$ cat src/rtl/mandelbrot_escape_time_unit_macros.svh
// ----------------------------------------------------------------------------
// Mandelbrot escape-time unit: assertion macros
// Shared concurrent assertion forms, clocked on the rising edge and disabled
// while reset is high.
// ----------------------------------------------------------------------------
`ifndef MANDELBROT_ESCAPE_TIME_UNIT_MACROS_SVH
`define MANDELBROT_ESCAPE_TIME_UNIT_MACROS_SVH

// The consequent must hold in the same cycle as the antecedent.
`define MET_ASSERT_SAME(label, clk, rst, ante, cons, msg) \
   label: assert property (@(posedge clk) disable iff (rst) (ante) |-> (cons)) \
      else $error(msg);

// The consequent must hold in the cycle after the antecedent.
`define MET_ASSERT_NEXT(label, clk, rst, ante, cons, msg) \
   label: assert property (@(posedge clk) disable iff (rst) (ante) |=> (cons)) \
      else $error(msg);

`endif

$ cat src/rtl/met_pkg.sv
// ----------------------------------------------------------------------------
// Mandelbrot escape-time package
// Field widths, register indexes and reset values, shared types and the
// saturation helper used by the coordinate front end and the iteration engine.
// ----------------------------------------------------------------------------
package met_pkg;

   localparam int PIX_W      = 12;
   localparam int COUNT_W    = 16;
   localparam int WORD_W     = 32;
   localparam int STEP_W     = 31;
   localparam int PROD_W     = 2 * WORD_W;
   localparam int SAT_IN_W   = 66;
   localparam int CSR_IDX_W  = 3;
   localparam int CSR_DATA_W = 32;
   localparam int QUEUE_DEPTH = 2;

   localparam logic [CSR_IDX_W-1:0] CSR_MAX_ITER    = 3'd0;
   localparam logic [CSR_IDX_W-1:0] CSR_ORIGIN_REAL = 3'd1;
   localparam logic [CSR_IDX_W-1:0] CSR_ORIGIN_IMAG = 3'd2;
   localparam logic [CSR_IDX_W-1:0] CSR_STEP_REAL   = 3'd3;
   localparam logic [CSR_IDX_W-1:0] CSR_STEP_IMAG   = 3'd4;

   typedef logic signed [WORD_W-1:0] word_type;
   typedef logic signed [PROD_W-1:0] prod_type;

   localparam word_type WORD_MAX = 32'sh7FFF_FFFF;
   localparam word_type WORD_MIN = 32'sh8000_0000;

   localparam logic [COUNT_W-1:0] RST_MAX_ITER    = 16'd256;
   localparam word_type           RST_ORIGIN_REAL = -32'sd536870912;
   localparam word_type           RST_ORIGIN_IMAG = -32'sd322122547;
   localparam logic [STEP_W-1:0]  RST_STEP_REAL   = 31'd786432;
   localparam logic [STEP_W-1:0]  RST_STEP_IMAG   = 31'd838861;

   typedef struct packed {
      logic [COUNT_W-1:0] max_iter;
      word_type           origin_real;
      word_type           origin_imag;
      logic [STEP_W-1:0]  step_real;
      logic [STEP_W-1:0]  step_imag;
   } cfg_type;

   // One point c of the complex plane, queued between front end and engine.
   typedef struct packed {
      word_type cr;
      word_type ci;
   } point_type;

   typedef enum logic [1:0] {
      ST_IDLE,
      ST_MUL,
      ST_ADD,
      ST_HOLD
   } engine_state_type;

   // Clamp a wide signed value to the 32-bit signed word range.
   function automatic word_type sat_word(input logic signed [SAT_IN_W-1:0] v);
      word_type r;
      if (v > SAT_IN_W'(WORD_MAX)) begin
         r = WORD_MAX;
      end else if (v < SAT_IN_W'(WORD_MIN)) begin
         r = WORD_MIN;
      end else begin
         r = v[WORD_W-1:0];
      end
      return r;
   endfunction

endpackage

$ cat src/rtl/met_queue.sv
// ----------------------------------------------------------------------------
// Mandelbrot escape-time point queue
// Short first-in first-out buffer of points between front end and engine.
// ----------------------------------------------------------------------------
module met_queue (
   input  logic               clock,
   input  logic               reset,
   input  logic               push_valid,
   output logic               push_ready,
   input  met_pkg::point_type push_data,
   output logic               pop_valid,
   input  logic               pop_ready,
   output met_pkg::point_type pop_data
);
   import met_pkg::*;

   localparam int PTR_W = (QUEUE_DEPTH > 1) ? $clog2(QUEUE_DEPTH) : 1;
   localparam int CNT_W = $clog2(QUEUE_DEPTH + 1);

   point_type        entry_ff [QUEUE_DEPTH];
   logic [PTR_W-1:0] wr_ptr_ff;
   logic [PTR_W-1:0] wr_ptr_in;
   logic [PTR_W-1:0] rd_ptr_ff;
   logic [PTR_W-1:0] rd_ptr_in;
   logic [CNT_W-1:0] cnt_ff;
   logic [CNT_W-1:0] cnt_in;
   logic             do_push;
   logic             do_pop;

   assign push_ready = (cnt_ff != CNT_W'(QUEUE_DEPTH));
   assign pop_valid  = (cnt_ff != '0);
   assign pop_data   = entry_ff[rd_ptr_ff];
   assign do_push    = push_valid && push_ready;
   assign do_pop     = pop_valid && pop_ready;

   always_comb begin
      wr_ptr_in = wr_ptr_ff;
      rd_ptr_in = rd_ptr_ff;
      cnt_in    = cnt_ff;
      if (do_push) begin
         wr_ptr_in = (wr_ptr_ff == PTR_W'(QUEUE_DEPTH - 1)) ? '0 : wr_ptr_ff + PTR_W'(1);
      end
      if (do_pop) begin
         rd_ptr_in = (rd_ptr_ff == PTR_W'(QUEUE_DEPTH - 1)) ? '0 : rd_ptr_ff + PTR_W'(1);
      end
      if (do_push && !do_pop) begin
         cnt_in = cnt_ff + CNT_W'(1);
      end else if (do_pop && !do_push) begin
         cnt_in = cnt_ff - CNT_W'(1);
      end
   end

   always_ff @(posedge clock) begin
      if (reset) begin
         wr_ptr_ff <= '0;
         rd_ptr_ff <= '0;
         cnt_ff    <= '0;
      end else begin
         wr_ptr_ff <= wr_ptr_in;
         rd_ptr_ff <= rd_ptr_in;
         cnt_ff    <= cnt_in;
      end
   end

   always_ff @(posedge clock) begin
      if (do_push) begin
         entry_ff[wr_ptr_ff] <= push_data;
      end
   end

endmodule

$ cat config.mk
export PLATFORM = sky130hd
export DESIGN_NAME = met_queue
export DESIGN_NICKNAME = d
export VERILOG_FILES = /design/src/rtl/mandelbrot_escape_time_unit_macros.svh /design/src/rtl/met_pkg.sv /design/src/rtl/met_queue.sv
export SDC_FILE = /design/constraint.sdc
export NUM_CORES = 1
export LEC_CHECK = 0
export BUFFER_PORTS_ARGS = -buffer_cell sky130_fd_sc_hd__clkbuf_2
export CAP_MARGIN = 20
export CORE_MARGIN = 2
export CORE_UTILIZATION = 55
export DETAILED_ROUTE_END_ITERATION = 16
export PLACE_DENSITY_LB_ADDON = 0.12
export SLEW_MARGIN = 20
export SYNTH_ARGS = -nofsm -noshare
export SYNTH_HDL_FRONTEND = slang
export SYNTH_SLANG_ARGS = --single-unit
$ cat constraint.sdc
create_clock -name clock -period 6.2 [get_ports clock]
set_clock_uncertainty 0.2 [all_clocks]
set_input_delay 0.93 -clock clock [delete_from_list [all_inputs] [get_ports clock]]
set_output_delay 0.93 -clock clock [all_outputs]
set_load 0.02 [all_outputs]
==> flow_summary.json <==
{
  "ctsLongestPathBuffers": 2,
  "num_rows": 34,
  "mappedNetlistArea_um2": 4840,
  "boundaryPins": 134,
  "critical_path.max_fanout": 44,
  "period_utilization_post_route": 0.554,
  "number_of_setup_buffers_added_after_cts": 0,
  "timing.critical_path.slowest_stage_cell": "dfxtp_2",
  "top_signal_layer_used": "met4",
  "tritoncts_clock_tree": "done",
  "cellLeakagePower_nw": 2.40,
  "ys_seq_area_frac": 0.815,
  "xor_and_xnor_fraction_of_the_mapped_netlist_area": 0.00543,
  "synth_fp_nets": 292,
  "dp_hpwl_um": 5300,
  "cp_slowest_stage_delay_ns": 0.64,
  "status": "finished clean",
  "wl_um": 8150,
  "total_clock_buffers_created_by_cts": 17,
  "setup_viol": 0,
  "combinational_family_with_the_most_area_after_synthesis": "multiplexers",
  "synthTopCellsByArea": "edfxtp_1 (79%), mux2_2 (15%), dfxtp_1 (2.1%)",
  "synth.cells.most_frequent": "edfxtp_1 (128), mux2_2 (64), buf_4 (6), dfxtp_1 (5)",
  "worstSetupEndpointType": "output pin",
  "drcViolationCount": 0,
  "start_kind": "register",
  "final_net_count": 440,
  "grt.overflow.total": 0,
  "layout.cells.non_filler": 492,
  "max_cap_viol_count": 0,
  "antenna_found_initial": 0,
  "antennaDiodeCount": 0,
  "ff2ff_setup_slack_ns": 3.95,
  "cts.clk_slew.worst_paths_ns": 0.06,
  "synth_adder_area_share": 0.00259,
  "htree_levels": 4,
  "areaGrowthSynthToFinish_pct": 28.9,
  "min-delay-path-class": "reg -> reg",
  "critical_path.reg2reg.startpoint": "cnt_ff[0]",
  "critical_path_buf_inv_count": 2,
  "async_sr_flop_fraction": 0,
  "grt_usage": 0.178,
  "wl_met3_um": 539,
  "number_of_enable_flip_flop_cells_after_synthesis": 128,
  "gp_routability_congestion": 0.673,
  "synth-compound-area-share": 0.00621,
  "route.layer.met1.wl_um": 3200,
  "wire_length_of_the_first_global_routing_pass_um": 12600,
  "synthDistinctLibCells": 18,
  "timing.setup.critical_path_class": "reg -> out",
  "tightestPinTransition_ns": 0.702,
  "final_antenna_net_count": 0,
  "share_of_synthesized_area_spent_on_multiplexers": 0.149,
  "timing.reg2reg.worst_path_depth": 3,
  "detail_route.iter0.violations": 100,
  "ff_latch_area_um2": 3950,
  "met2RoutedLength_um": 4300,
  "dpl.cell_count": 460,
  "fin_tns_setup_ns": 0,
  "vias": 2468,
  "worst_hold_startpoint": "rd_ptr_ff",
  "max-slew-margin-rel": 0.532,
  "die_area_um2": 9560,
  "multi_input_comb_area_um2": 841,
  "fmaxAchievable_ghz": 0.291,
  "yosys.area.top_type": "edfxtp_1",
  "clk_latency_worst_skew_pair_ns": 0.50,
  "critPathTopFamily": "buffers and inverters",
  "buffer_ports.inserted": 133,
  "min_delay_worst_endpoint": "rd_ptr_ff",
  "cts.root.buffer_cell": "clkbuf_8",
  "fillerInstances": 570,
  "rsz_0062_raised_after_global_routing": "false",
  "synth_largest_type_area_fraction": 0.795,
  "power-per-cell-area_nw_per_um2": 459,
  "floorplan.initialDensity": 0.560,
  "post_route_cells_drive_above_1_share": 0.607,
  "number_of_hold_violations_in_the_final_report": 0,
  "post_synth_inst_count": 223,
  "yosys_register_bits": 133,
  "grt_max_degree": 53,
  "wl_per_cell_um": 16.6,
  "worstPathCellList": "buf_4 > mux2_2 > clkbuf_2",
  "synthSimpleGateAreaFrac": 0.0103,
  "signal_arrival_time_at_the_worst_endpoint_ns": 2.30,
  "die_w_um": 97.8,
  "worst_ir_drop_vdd_v": 0.000297,
  "yosys_warns": 0,
  "most_repeated_cell_in_the_gate_level_netlist_after_synthesis": "edfxtp_1",
  "timing.final.crit_period_ns": 3.43,
  "final_util": 0.722,
  "timing_max_transition_violations_final": 0,
  "hold_buffers": 0,
  "rr_endpoint": "entry_ff[1][13]",
  "drt-vias-per-instance": 5.02,
  "core-area_um2": 8640,
  "dr_pass1_iterations": 4,
  "cp_data_required_time_ns": 5.07,
  "prevailing_post_synth_register_cell": "edfxtp_1",
  "first_global_vias": 2598,
  "mapped_avg_cell_area_um2": 21.7,
  "post_cts_resized": 0,
  "clkSinkCount": 133,
  "hold-path-cell-count": 2,
  "die_height_um": 97.8
}
==> routing by layer <==
metal | vias to the layer above | global-route usage
met5 | - | 0
met4 | 0 | 0.0748
met3 | 9 | 0.0752
met2 | 80 | 0.302
met1 | 1200 | 0.200
li1 | 1179 | -
==> logic make-up (layout without fill, tap and decap cells) <==
kind of cell | count (synthesis) | after routing
flops | 133 | 133
buf+inv | 8 | 169
compound gates | 5 | 5
mux | 64 | 64
fa+ha+maj | 1 | 1
xor+xnor | 3 | 3
simple gates | 9 | 9
==> layout make-up <==
type                            instances  share of cell area
Multi-Input combinational cell         82               0.135
Inverter                                1            0.000602
Sequential cell                       133               0.632
Timing Repair Buffer                  136               0.110
Tap cell                              108              0.0217
Clock inverter                         14              0.0331
Clock buffer                           18              0.0670
==> stage by stage <==
stage                     power (mW)  area (um^2)  hold slack, ns  setup slack [ns]
final                           2.86         6240           0.311              2.77
after global routing            2.99         6240           0.361              2.59
after CTS                       2.90         6240           0.322              2.68
after detailed placement        1.86         5610           0.304              3.24
after global placement          1.85         5610           0.289              3.21
after floorplan                 1.66         4840           0.271              3.09
==> state kept, by name, summed over array words and instances, names as in the netlist, named ones only <==
| name | count |
|---|---|
| cnt_ff | 2 |
| wr_ptr_ff | 1 |
| entry_ff | 128 |
| rd_ptr_ff | 1 |
==> worst max path at each step <==
stage               start        endpoint  slack (ns)  cells past startpoint
3_3_place_gp     register    pop_data[30]        3.21                      3
4_1_cts          register    pop_data[54]        2.68                      3
3_5_place_dp     register    pop_data[30]        3.24                      3
5_1_grt          register    pop_data[60]        2.59                      3
6_report         register    pop_data[54]        2.77                      3
2_1_floorplan  push_valid  entry_ff[1][0]        3.09                      1
==> worst register-to-register path, stage by stage (launching register included) <==
cell	delay [ns]
dfxtp_1	0.40
nand2b_1	0.21
and3_2	0.41
buf_4	0.63
==> where the power goes <==
group          internal (mW)  leakage (nW)  switching [mW]  total, mW
Sequential              1.13          1.24          0.0456       1.17
Combinational          0.265         0.860           0.395      0.660
Clock                  0.691         0.306           0.341       1.03
==> placed cells by master, fill, tap and decap left out, types with 3 or more instances in the layout <==
| cell | count |
|---|---|
| nor2_1 | 3 |
| buf_4 | 3 |
| clkbuf_16 | 16 |
| dfxtp_1 | 4 |
| xor2_1 | 3 |
| clkbuf_2 | 133 |
| mux2_2 | 64 |
| bufinv_16 | 5 |
| edfxtp_1 | 128 |
| clkinv_1 | 3 |
Power figures use the tool's default switching activity.
