### src/rtl/mandelbrot_escape_time_unit_macros.svh
// ----------------------------------------------------------------------------
// Mandelbrot escape-time unit: assertion macros
// Shared concurrent assertion forms, clocked on the rising edge and disabled
// while reset is high.
// ----------------------------------------------------------------------------
`ifndef MANDELBROT_ESCAPE_TIME_UNIT_MACROS_SVH
`define MANDELBROT_ESCAPE_TIME_UNIT_MACROS_SVH

// The consequent must hold in the same cycle as the antecedent.
`define MET_ASSERT_SAME(label, clk, rst, ante, cons, msg) \
   label: assert property (@(posedge clk) disable iff (rst) (ante) |-> (cons)) \
      else $error(msg);

// The consequent must hold in the cycle after the antecedent.
`define MET_ASSERT_NEXT(label, clk, rst, ante, cons, msg) \
   label: assert property (@(posedge clk) disable iff (rst) (ante) |=> (cons)) \
      else $error(msg);

`endif

### src/rtl/met_pkg.sv
// ----------------------------------------------------------------------------
// Mandelbrot escape-time package
// Field widths, register indexes and reset values, shared types and the
// saturation helper used by the coordinate front end and the iteration engine.
// ----------------------------------------------------------------------------
package met_pkg;

   localparam int PIX_W      = 12;
   localparam int COUNT_W    = 16;
   localparam int WORD_W     = 32;
   localparam int STEP_W     = 31;
   localparam int PROD_W     = 2 * WORD_W;
   localparam int SAT_IN_W   = 66;
   localparam int CSR_IDX_W  = 3;
   localparam int CSR_DATA_W = 32;
   localparam int QUEUE_DEPTH = 2;

   localparam logic [CSR_IDX_W-1:0] CSR_MAX_ITER    = 3'd0;
   localparam logic [CSR_IDX_W-1:0] CSR_ORIGIN_REAL = 3'd1;
   localparam logic [CSR_IDX_W-1:0] CSR_ORIGIN_IMAG = 3'd2;
   localparam logic [CSR_IDX_W-1:0] CSR_STEP_REAL   = 3'd3;
   localparam logic [CSR_IDX_W-1:0] CSR_STEP_IMAG   = 3'd4;

   typedef logic signed [WORD_W-1:0] word_type;
   typedef logic signed [PROD_W-1:0] prod_type;

   localparam word_type WORD_MAX = 32'sh7FFF_FFFF;
   localparam word_type WORD_MIN = 32'sh8000_0000;

   localparam logic [COUNT_W-1:0] RST_MAX_ITER    = 16'd256;
   localparam word_type           RST_ORIGIN_REAL = -32'sd536870912;
   localparam word_type           RST_ORIGIN_IMAG = -32'sd322122547;
   localparam logic [STEP_W-1:0]  RST_STEP_REAL   = 31'd786432;
   localparam logic [STEP_W-1:0]  RST_STEP_IMAG   = 31'd838861;

   typedef struct packed {
      logic [COUNT_W-1:0] max_iter;
      word_type           origin_real;
      word_type           origin_imag;
      logic [STEP_W-1:0]  step_real;
      logic [STEP_W-1:0]  step_imag;
   } cfg_type;

   // One point c of the complex plane, queued between front end and engine.
   typedef struct packed {
      word_type cr;
      word_type ci;
   } point_type;

   typedef enum logic [1:0] {
      ST_IDLE,
      ST_MUL,
      ST_ADD,
      ST_HOLD
   } engine_state_type;

   // Clamp a wide signed value to the 32-bit signed word range.
   function automatic word_type sat_word(input logic signed [SAT_IN_W-1:0] v);
      word_type r;
      if (v > SAT_IN_W'(WORD_MAX)) begin
         r = WORD_MAX;
      end else if (v < SAT_IN_W'(WORD_MIN)) begin
         r = WORD_MIN;
      end else begin
         r = v[WORD_W-1:0];
      end
      return r;
   endfunction

endpackage

### src/rtl/met_if.sv
// ----------------------------------------------------------------------------
// Mandelbrot escape-time channel interfaces
// Valid/ready channels for pixel requests, count responses and register writes.
// ----------------------------------------------------------------------------
interface met_req_if;
   import met_pkg::*;
   logic             valid;
   logic             ready;
   logic [PIX_W-1:0] pixel_x;
   logic [PIX_W-1:0] pixel_y;
   modport source (output valid, output pixel_x, output pixel_y, input ready);
   modport sink (input valid, input pixel_x, input pixel_y, output ready);
endinterface


### src/rtl/met_front.sv
// ----------------------------------------------------------------------------
// Mandelbrot escape-time front end
// Accepts pixel coordinates, scales them by the step registers in one stage
// and adds the origin with saturation on the way into the point queue.
// ----------------------------------------------------------------------------
module met_front #(
   parameter int COORD_BITS = 12
) (
   input  logic               clock,
   input  logic               reset,
   input  met_pkg::cfg_type   cfg,
   met_req_if.sink            req_bus,
   output logic               push_valid,
   input  logic               push_ready,
   output met_pkg::point_type push_data
);
   import met_pkg::*;

   localparam int USE_BITS = (COORD_BITS < PIX_W) ? COORD_BITS : PIX_W;
   localparam int SCALE_W  = STEP_W + USE_BITS;

   logic               valid_ff;
   logic               valid_in;
   logic [SCALE_W-1:0] scale_re_ff;
   logic [SCALE_W-1:0] scale_re_in;
   logic [SCALE_W-1:0] scale_im_ff;
   logic [SCALE_W-1:0] scale_im_in;
   logic               advance;

   assign advance       = !valid_ff || push_ready;
   assign req_bus.ready = advance;

   always_comb begin
      valid_in    = advance ? req_bus.valid : valid_ff;
      scale_re_in = SCALE_W'(cfg.step_real) * SCALE_W'(req_bus.pixel_x[USE_BITS-1:0]);
      scale_im_in = SCALE_W'(cfg.step_imag) * SCALE_W'(req_bus.pixel_y[USE_BITS-1:0]);
   end

   always_ff @(posedge clock) begin
      if (reset) begin
         valid_ff <= 1'b0;
      end else begin
         valid_ff <= valid_in;
      end
   end

   always_ff @(posedge clock) begin
      if (advance && req_bus.valid) begin
         scale_re_ff <= scale_re_in;
         scale_im_ff <= scale_im_in;
      end
   end

   assign push_valid   = valid_ff;
   assign push_data.cr = sat_word(SAT_IN_W'(cfg.origin_real)
                                  + $signed(SAT_IN_W'(scale_re_ff)));
   assign push_data.ci = sat_word(SAT_IN_W'(cfg.origin_imag)
                                  + $signed(SAT_IN_W'(scale_im_ff)));

endmodule

### src/flat_wrapper.sv
// flat-port wrapper written by rule: the top's interface ports become plain ports
module met_front_flat import met_pkg::*;
#(
   parameter int COORD_BITS = 12
)
  (clock, reset, cfg, push_valid, push_ready, push_data, req_bus_valid, req_bus_pixel_x, req_bus_pixel_y, req_bus_ready);
  met_req_if req_bus_i ();
  input  logic clock;
  input  logic reset;
  input  met_pkg::cfg_type cfg;
  output logic push_valid;
  input  logic push_ready;
  output met_pkg::point_type push_data;
  input wire logic [$bits(req_bus_i.valid)-1:0] req_bus_valid;
  input wire logic [$bits(req_bus_i.pixel_x)-1:0] req_bus_pixel_x;
  input wire logic [$bits(req_bus_i.pixel_y)-1:0] req_bus_pixel_y;
  output wire logic [$bits(req_bus_i.ready)-1:0] req_bus_ready;
  assign req_bus_i.valid = req_bus_valid;
  assign req_bus_i.pixel_x = req_bus_pixel_x;
  assign req_bus_i.pixel_y = req_bus_pixel_y;
  assign req_bus_ready = req_bus_i.ready;
  met_front #(.COORD_BITS(COORD_BITS)) u_core (.clock(clock), .reset(reset), .cfg(cfg), .req_bus(req_bus_i), .push_valid(push_valid), .push_ready(push_ready), .push_data(push_data));
endmodule
### config.mk
export PLATFORM = sky130hd
export DESIGN_NAME = met_front_flat
export DESIGN_NICKNAME = d
export VERILOG_FILES = /design/src/rtl/mandelbrot_escape_time_unit_macros.svh /design/src/rtl/met_pkg.sv /design/src/rtl/met_if.sv /design/src/rtl/met_front.sv /design/src/flat_wrapper.sv
export SDC_FILE = /design/constraint.sdc
export NUM_CORES = 2
export LEC_CHECK = 0
export ABC_AREA = 0
export BUFFER_PORTS_ARGS = -buffer_cell sky130_fd_sc_hd__clkbuf_2
export CAP_MARGIN = 20
export CORE_ASPECT_RATIO = 1.2
export CORE_MARGIN = 10
export CORE_UTILIZATION = 40
export DETAILED_ROUTE_END_ITERATION = 8
export PLACE_DENSITY = 0.55
export SETUP_SLACK_MARGIN = 0.1
export SLEW_MARGIN = 20
export SYNTH_ARGS = -nofsm -noshare
export SYNTH_HDL_FRONTEND = slang
export SYNTH_SLANG_ARGS = --single-unit
### constraint.sdc
create_clock -name clock -period 8.3 [get_ports clock]
set_clock_uncertainty 0.2 [all_clocks]
set_input_delay 1.66 -clock clock [delete_from_list [all_inputs] [get_ports clock]]
set_output_delay 1.66 -clock clock [all_outputs]
set_load 0.01 [all_outputs]
==> metrics.md <==
| Metric | Value |
|---|---|
| Post-DP HPWL | approximately 70000 microns |
| Cell Rows | about 110 |
| Number of synthesized register bits | 87 |
| Reg clk slew, reported paths | 80 ps |
| Die W | 274 microns |
| Crit Path Max Fanout | 31 |
| GRT Overall Usage | 19.1% |
| CTS Hold Bufs | 0 |
| Most used cell, CP | clkbuf_2 |
| CTS Buffer Depth | 2 |
| Die height | 324 microns |
| Worst path required time | roughly 6400 ps |
| RSZ-0062 raised after global routing | false |
| CP arrival | 6140 ps |
| Worst setup EP type | output port |
| Logic pwr share | 88.7% |
| Routability cong. | 0.847 |
| Worst setup SP type | input pin |
| Fin Hold WS | 334 ps |
| Worst vdd ir | 386 uV |
| Async set-reset flop share out of synthesis | 0% |
| Post-DRT Antenna Nets | 0 |
| Layout area overhead | 8.80% |
| Root buffer selected by CTS | clkbuf_16 |
| Status | finished clean |
| IO buf count | 219 |
| Finished Cell Area | 33600 sq um |
| Placed Area | 33300 sq um |
| Relative slew slack | 44.1% |
| Internal power | 7230 uW |
| Worst Tran Pin Value | between 800 and 900 ps |
| Sequential share of the synthesized area | 8.43% |
| Core ar. | 76400 sq um |
| Distinct cells, synth | 75 |
| Crit path kind | in -> out |
| Total negative setup slack | 0 ps |
| Drt initial violations | 1371 |
| Initial antenna violation count | 6 |
| CTS H-Tree Depth | 3 |
| Fin. max-slew vios | 0 |
| Mapped Nets | 4662 |
| Layout cells sized above 1 | 9.42% |
| Power per cell area | 460 nW/um^2 |
| Initial cell density of the core | 40.4% |
| Final setup violation count | 0 |
| # DRC | 0 |
| CTS Sinks | 87 |
| Peak Freq | 125 MHz |
| Power, Total | 15500 uW |
| LEAKAGE | 0.0169 uW |
| Area of the multi-input gates | 24900 sq um |
| Overflow after GRT | 0 |
| Seq pwr share | under 10% |
| Drt wl/cell | 17.2 microns |
| Post-synthesis cell count | 3660 |
| Worst skew pair latency | 380 ps |
| Minimum clock period | 8000 ps |
| Fillcell total | about 7700 |
| Cell Chain, Critical Path | clkbuf_2, ha_1, nand4_1, or4_1, a2111oi_0, buf_4, or3_1, a21oi_1, xnor2_1, nand2_1, nor4_2, nand4b_1, o41a_1, buf_12, o21ai_1, clkbuf_2 |
| Max Cap Violations | 0 |
| Critical path's largest stage delay | around 630 ps |
| Register area | about 2600 sq um |
| Psw | 8230 uW |
| Boundary pin count | 236 |
| Hold Crit Class | reg -> reg |
| TritonCTS clock tree | yes |
| Top_reg_cell synth | edfxtp_1 |
| Final period util | a little over nine tenths |
| Clk pwr share | 2.6% |
| Vias in the first global route | 25900 |
| Syn Area/Cell | ~8.4 sq um |
| Detailed Routing Iterations Pass 1 | 5 |
| Post-synth EDFFs | 86 |
| Switching part of the total power | 53.2% |
| Pin count of the biggest net entering global routing | 87 |
| First-pass GRT wire length | 137000 microns |
| Post-DR vias/cell | 5.11 |
| Mapped cell area | 30900 sq um |
| Post-layout util | 44.0% |
| Final net count | 4808 |
| Die area | approximately 89000 sq um |
| Syn. warnings | 0 |
| Total CTS buffers | 9 |
| Slowest stage cell on the critical path | or4_1 |
| Final wirelength | 83200 microns |
| Detailed-route via count | roughly 25000 |
| Hold violation total from the final report | 0 |
==> flip-flops by register name, indices dropped and copies added, names as in the netlist <==
signal              count
u_core.scale_im_ff     43
u_core.scale_re_ff     43
u_core.push_valid       1
==> worst max-delay path, delay by kind of cell <==
kind	cells	cell delay, ps
AOI/OAI and AO/OA	4	1340
and+or+nand+nor	6	1470
xor gates and xnor gates	1	280
adders and majority gates	1	510
buffers and inverters	4	850
==> cells by family after synthesis <==
logic type,count (synthesis),synth area share [%]
mux,3,0.101
compound gates,557,11.4
flops,87,8.43
simple gates,1145,17.2
buf+inv,891,10.9
xor+xnor,145,4.12
fa+ha+maj,832,47.9
==> layout by cell type (no fill, tap or decap), types with 37 or more instances in the layout <==
cell type / instances
inv_1: 719
nand2_1: 629
fa_1: 582
ha_1: 250
clkbuf_2: 219
and2_1: 217
a21oi_1: 168
o21ai_0: 115
nor2_1: 104
xnor2_1: 92
edfxtp_1: 86
buf_4: 83
a21o_1: 75
xor2_1: 53
nand3_1: 37
==> cells in the mapped netlist (5+ instances only) <==
cell type | number | area (sq um)
o31ai_1 | 10 | 75.1
nor3_1 | 29 | 145
and3_1 | 14 | 87.6
a211o_1 | 6 | 52.6
buf_2 | 5 | 25.0
o211ai_1 | 5 | 37.5
nor2_1 | 104 | 390
edfxtp_1 | 86 | 2580
nor4_1 | 8 | 50.1
o21ai_2 | 9 | 78.8
a2111oi_0 | 9 | 78.8
o21ai_1 | 26 | 130
xor2_1 | 53 | 464
nand2_1 | 629 | 2360
a31oi_1 | 15 | 93.8
clkbuf_1 | 164 | 616
a211oi_1 | 15 | 113
o21ai_0 | 115 | 576
nand3_1 | 37 | 185
fa_1 | 582 | 11700
and2_1 | 218 | 1360
o21a_1 | 28 | 210
xnor2_1 | 92 | 806
nand2b_1 | 17 | 106
nor2b_1 | 21 | 131
o21bai_1 | 28 | 210
or3_1 | 11 | 68.8
nand4_1 | 23 | 144
a21oi_1 | 168 | 841
inv_1 | 719 | 2700
or2_2 | 10 | 62.6
a21o_1 | 75 | 563
ha_1 | 250 | 3130
==> layout make-up <==
type | count | share of cell area, %
inverters | 719 | 8.04
multi-input cells | 2682 | 74.1
diodes | 4 | 0.0298
repair buffers | 307 | 5.39
flip-flops and latches | 87 | 7.75
well taps | 1017 | 3.79
clock buffers | 9 | 0.671
clock inverters | 7 | 0.183
==> power by group through the flow <==
stage	Combinational, uW	Clock (uW)	Sequential (uW)
floorplan	9830	0	1300
detailed placement	13700	0	1360
CTS	13800	423	1350
global placement	13700	0	1350
global route	15600	438	1360
finish	13700	408	1340
==> per-layer routing <==
layer	GRT usage, %	vias up	share of wire, %
met3	2.13	71	4.5
met2	32.5	492	49
met1	25.6	12400	45
met4	5.05	4	2.2
li1	-	11700	-
met5	0	-	0.032
==> path summary, 6_finish.rpt <==
path | startpoint | end | slack [ps] | depth (start not counted)
min reg2reg | u_core.push_valid | u_core.push_valid | 330 | 2
max reg2reg | u_core.push_valid | u_core.scale_im_ff[0] | 6460 | 3
max | cfg[125] | push_data[56] | 300 | 16
min | u_core.push_valid | u_core.push_valid | 330 | 2
==> stage by stage <==
step                setup slack [ps]  std cells
CTS                              323       4828
global route                     131       4832
global placement                 190       4812
finish                           300       4832
detailed placement               146       4812
floorplan                        579       3660
==> what timing repair did <==
item                                    in CTS  in global routing
resized for setup                            0                  2
setup buffers                                0                  0
endpoints found under the setup margin       0                  2
Power figures use the tool's default switching activity.
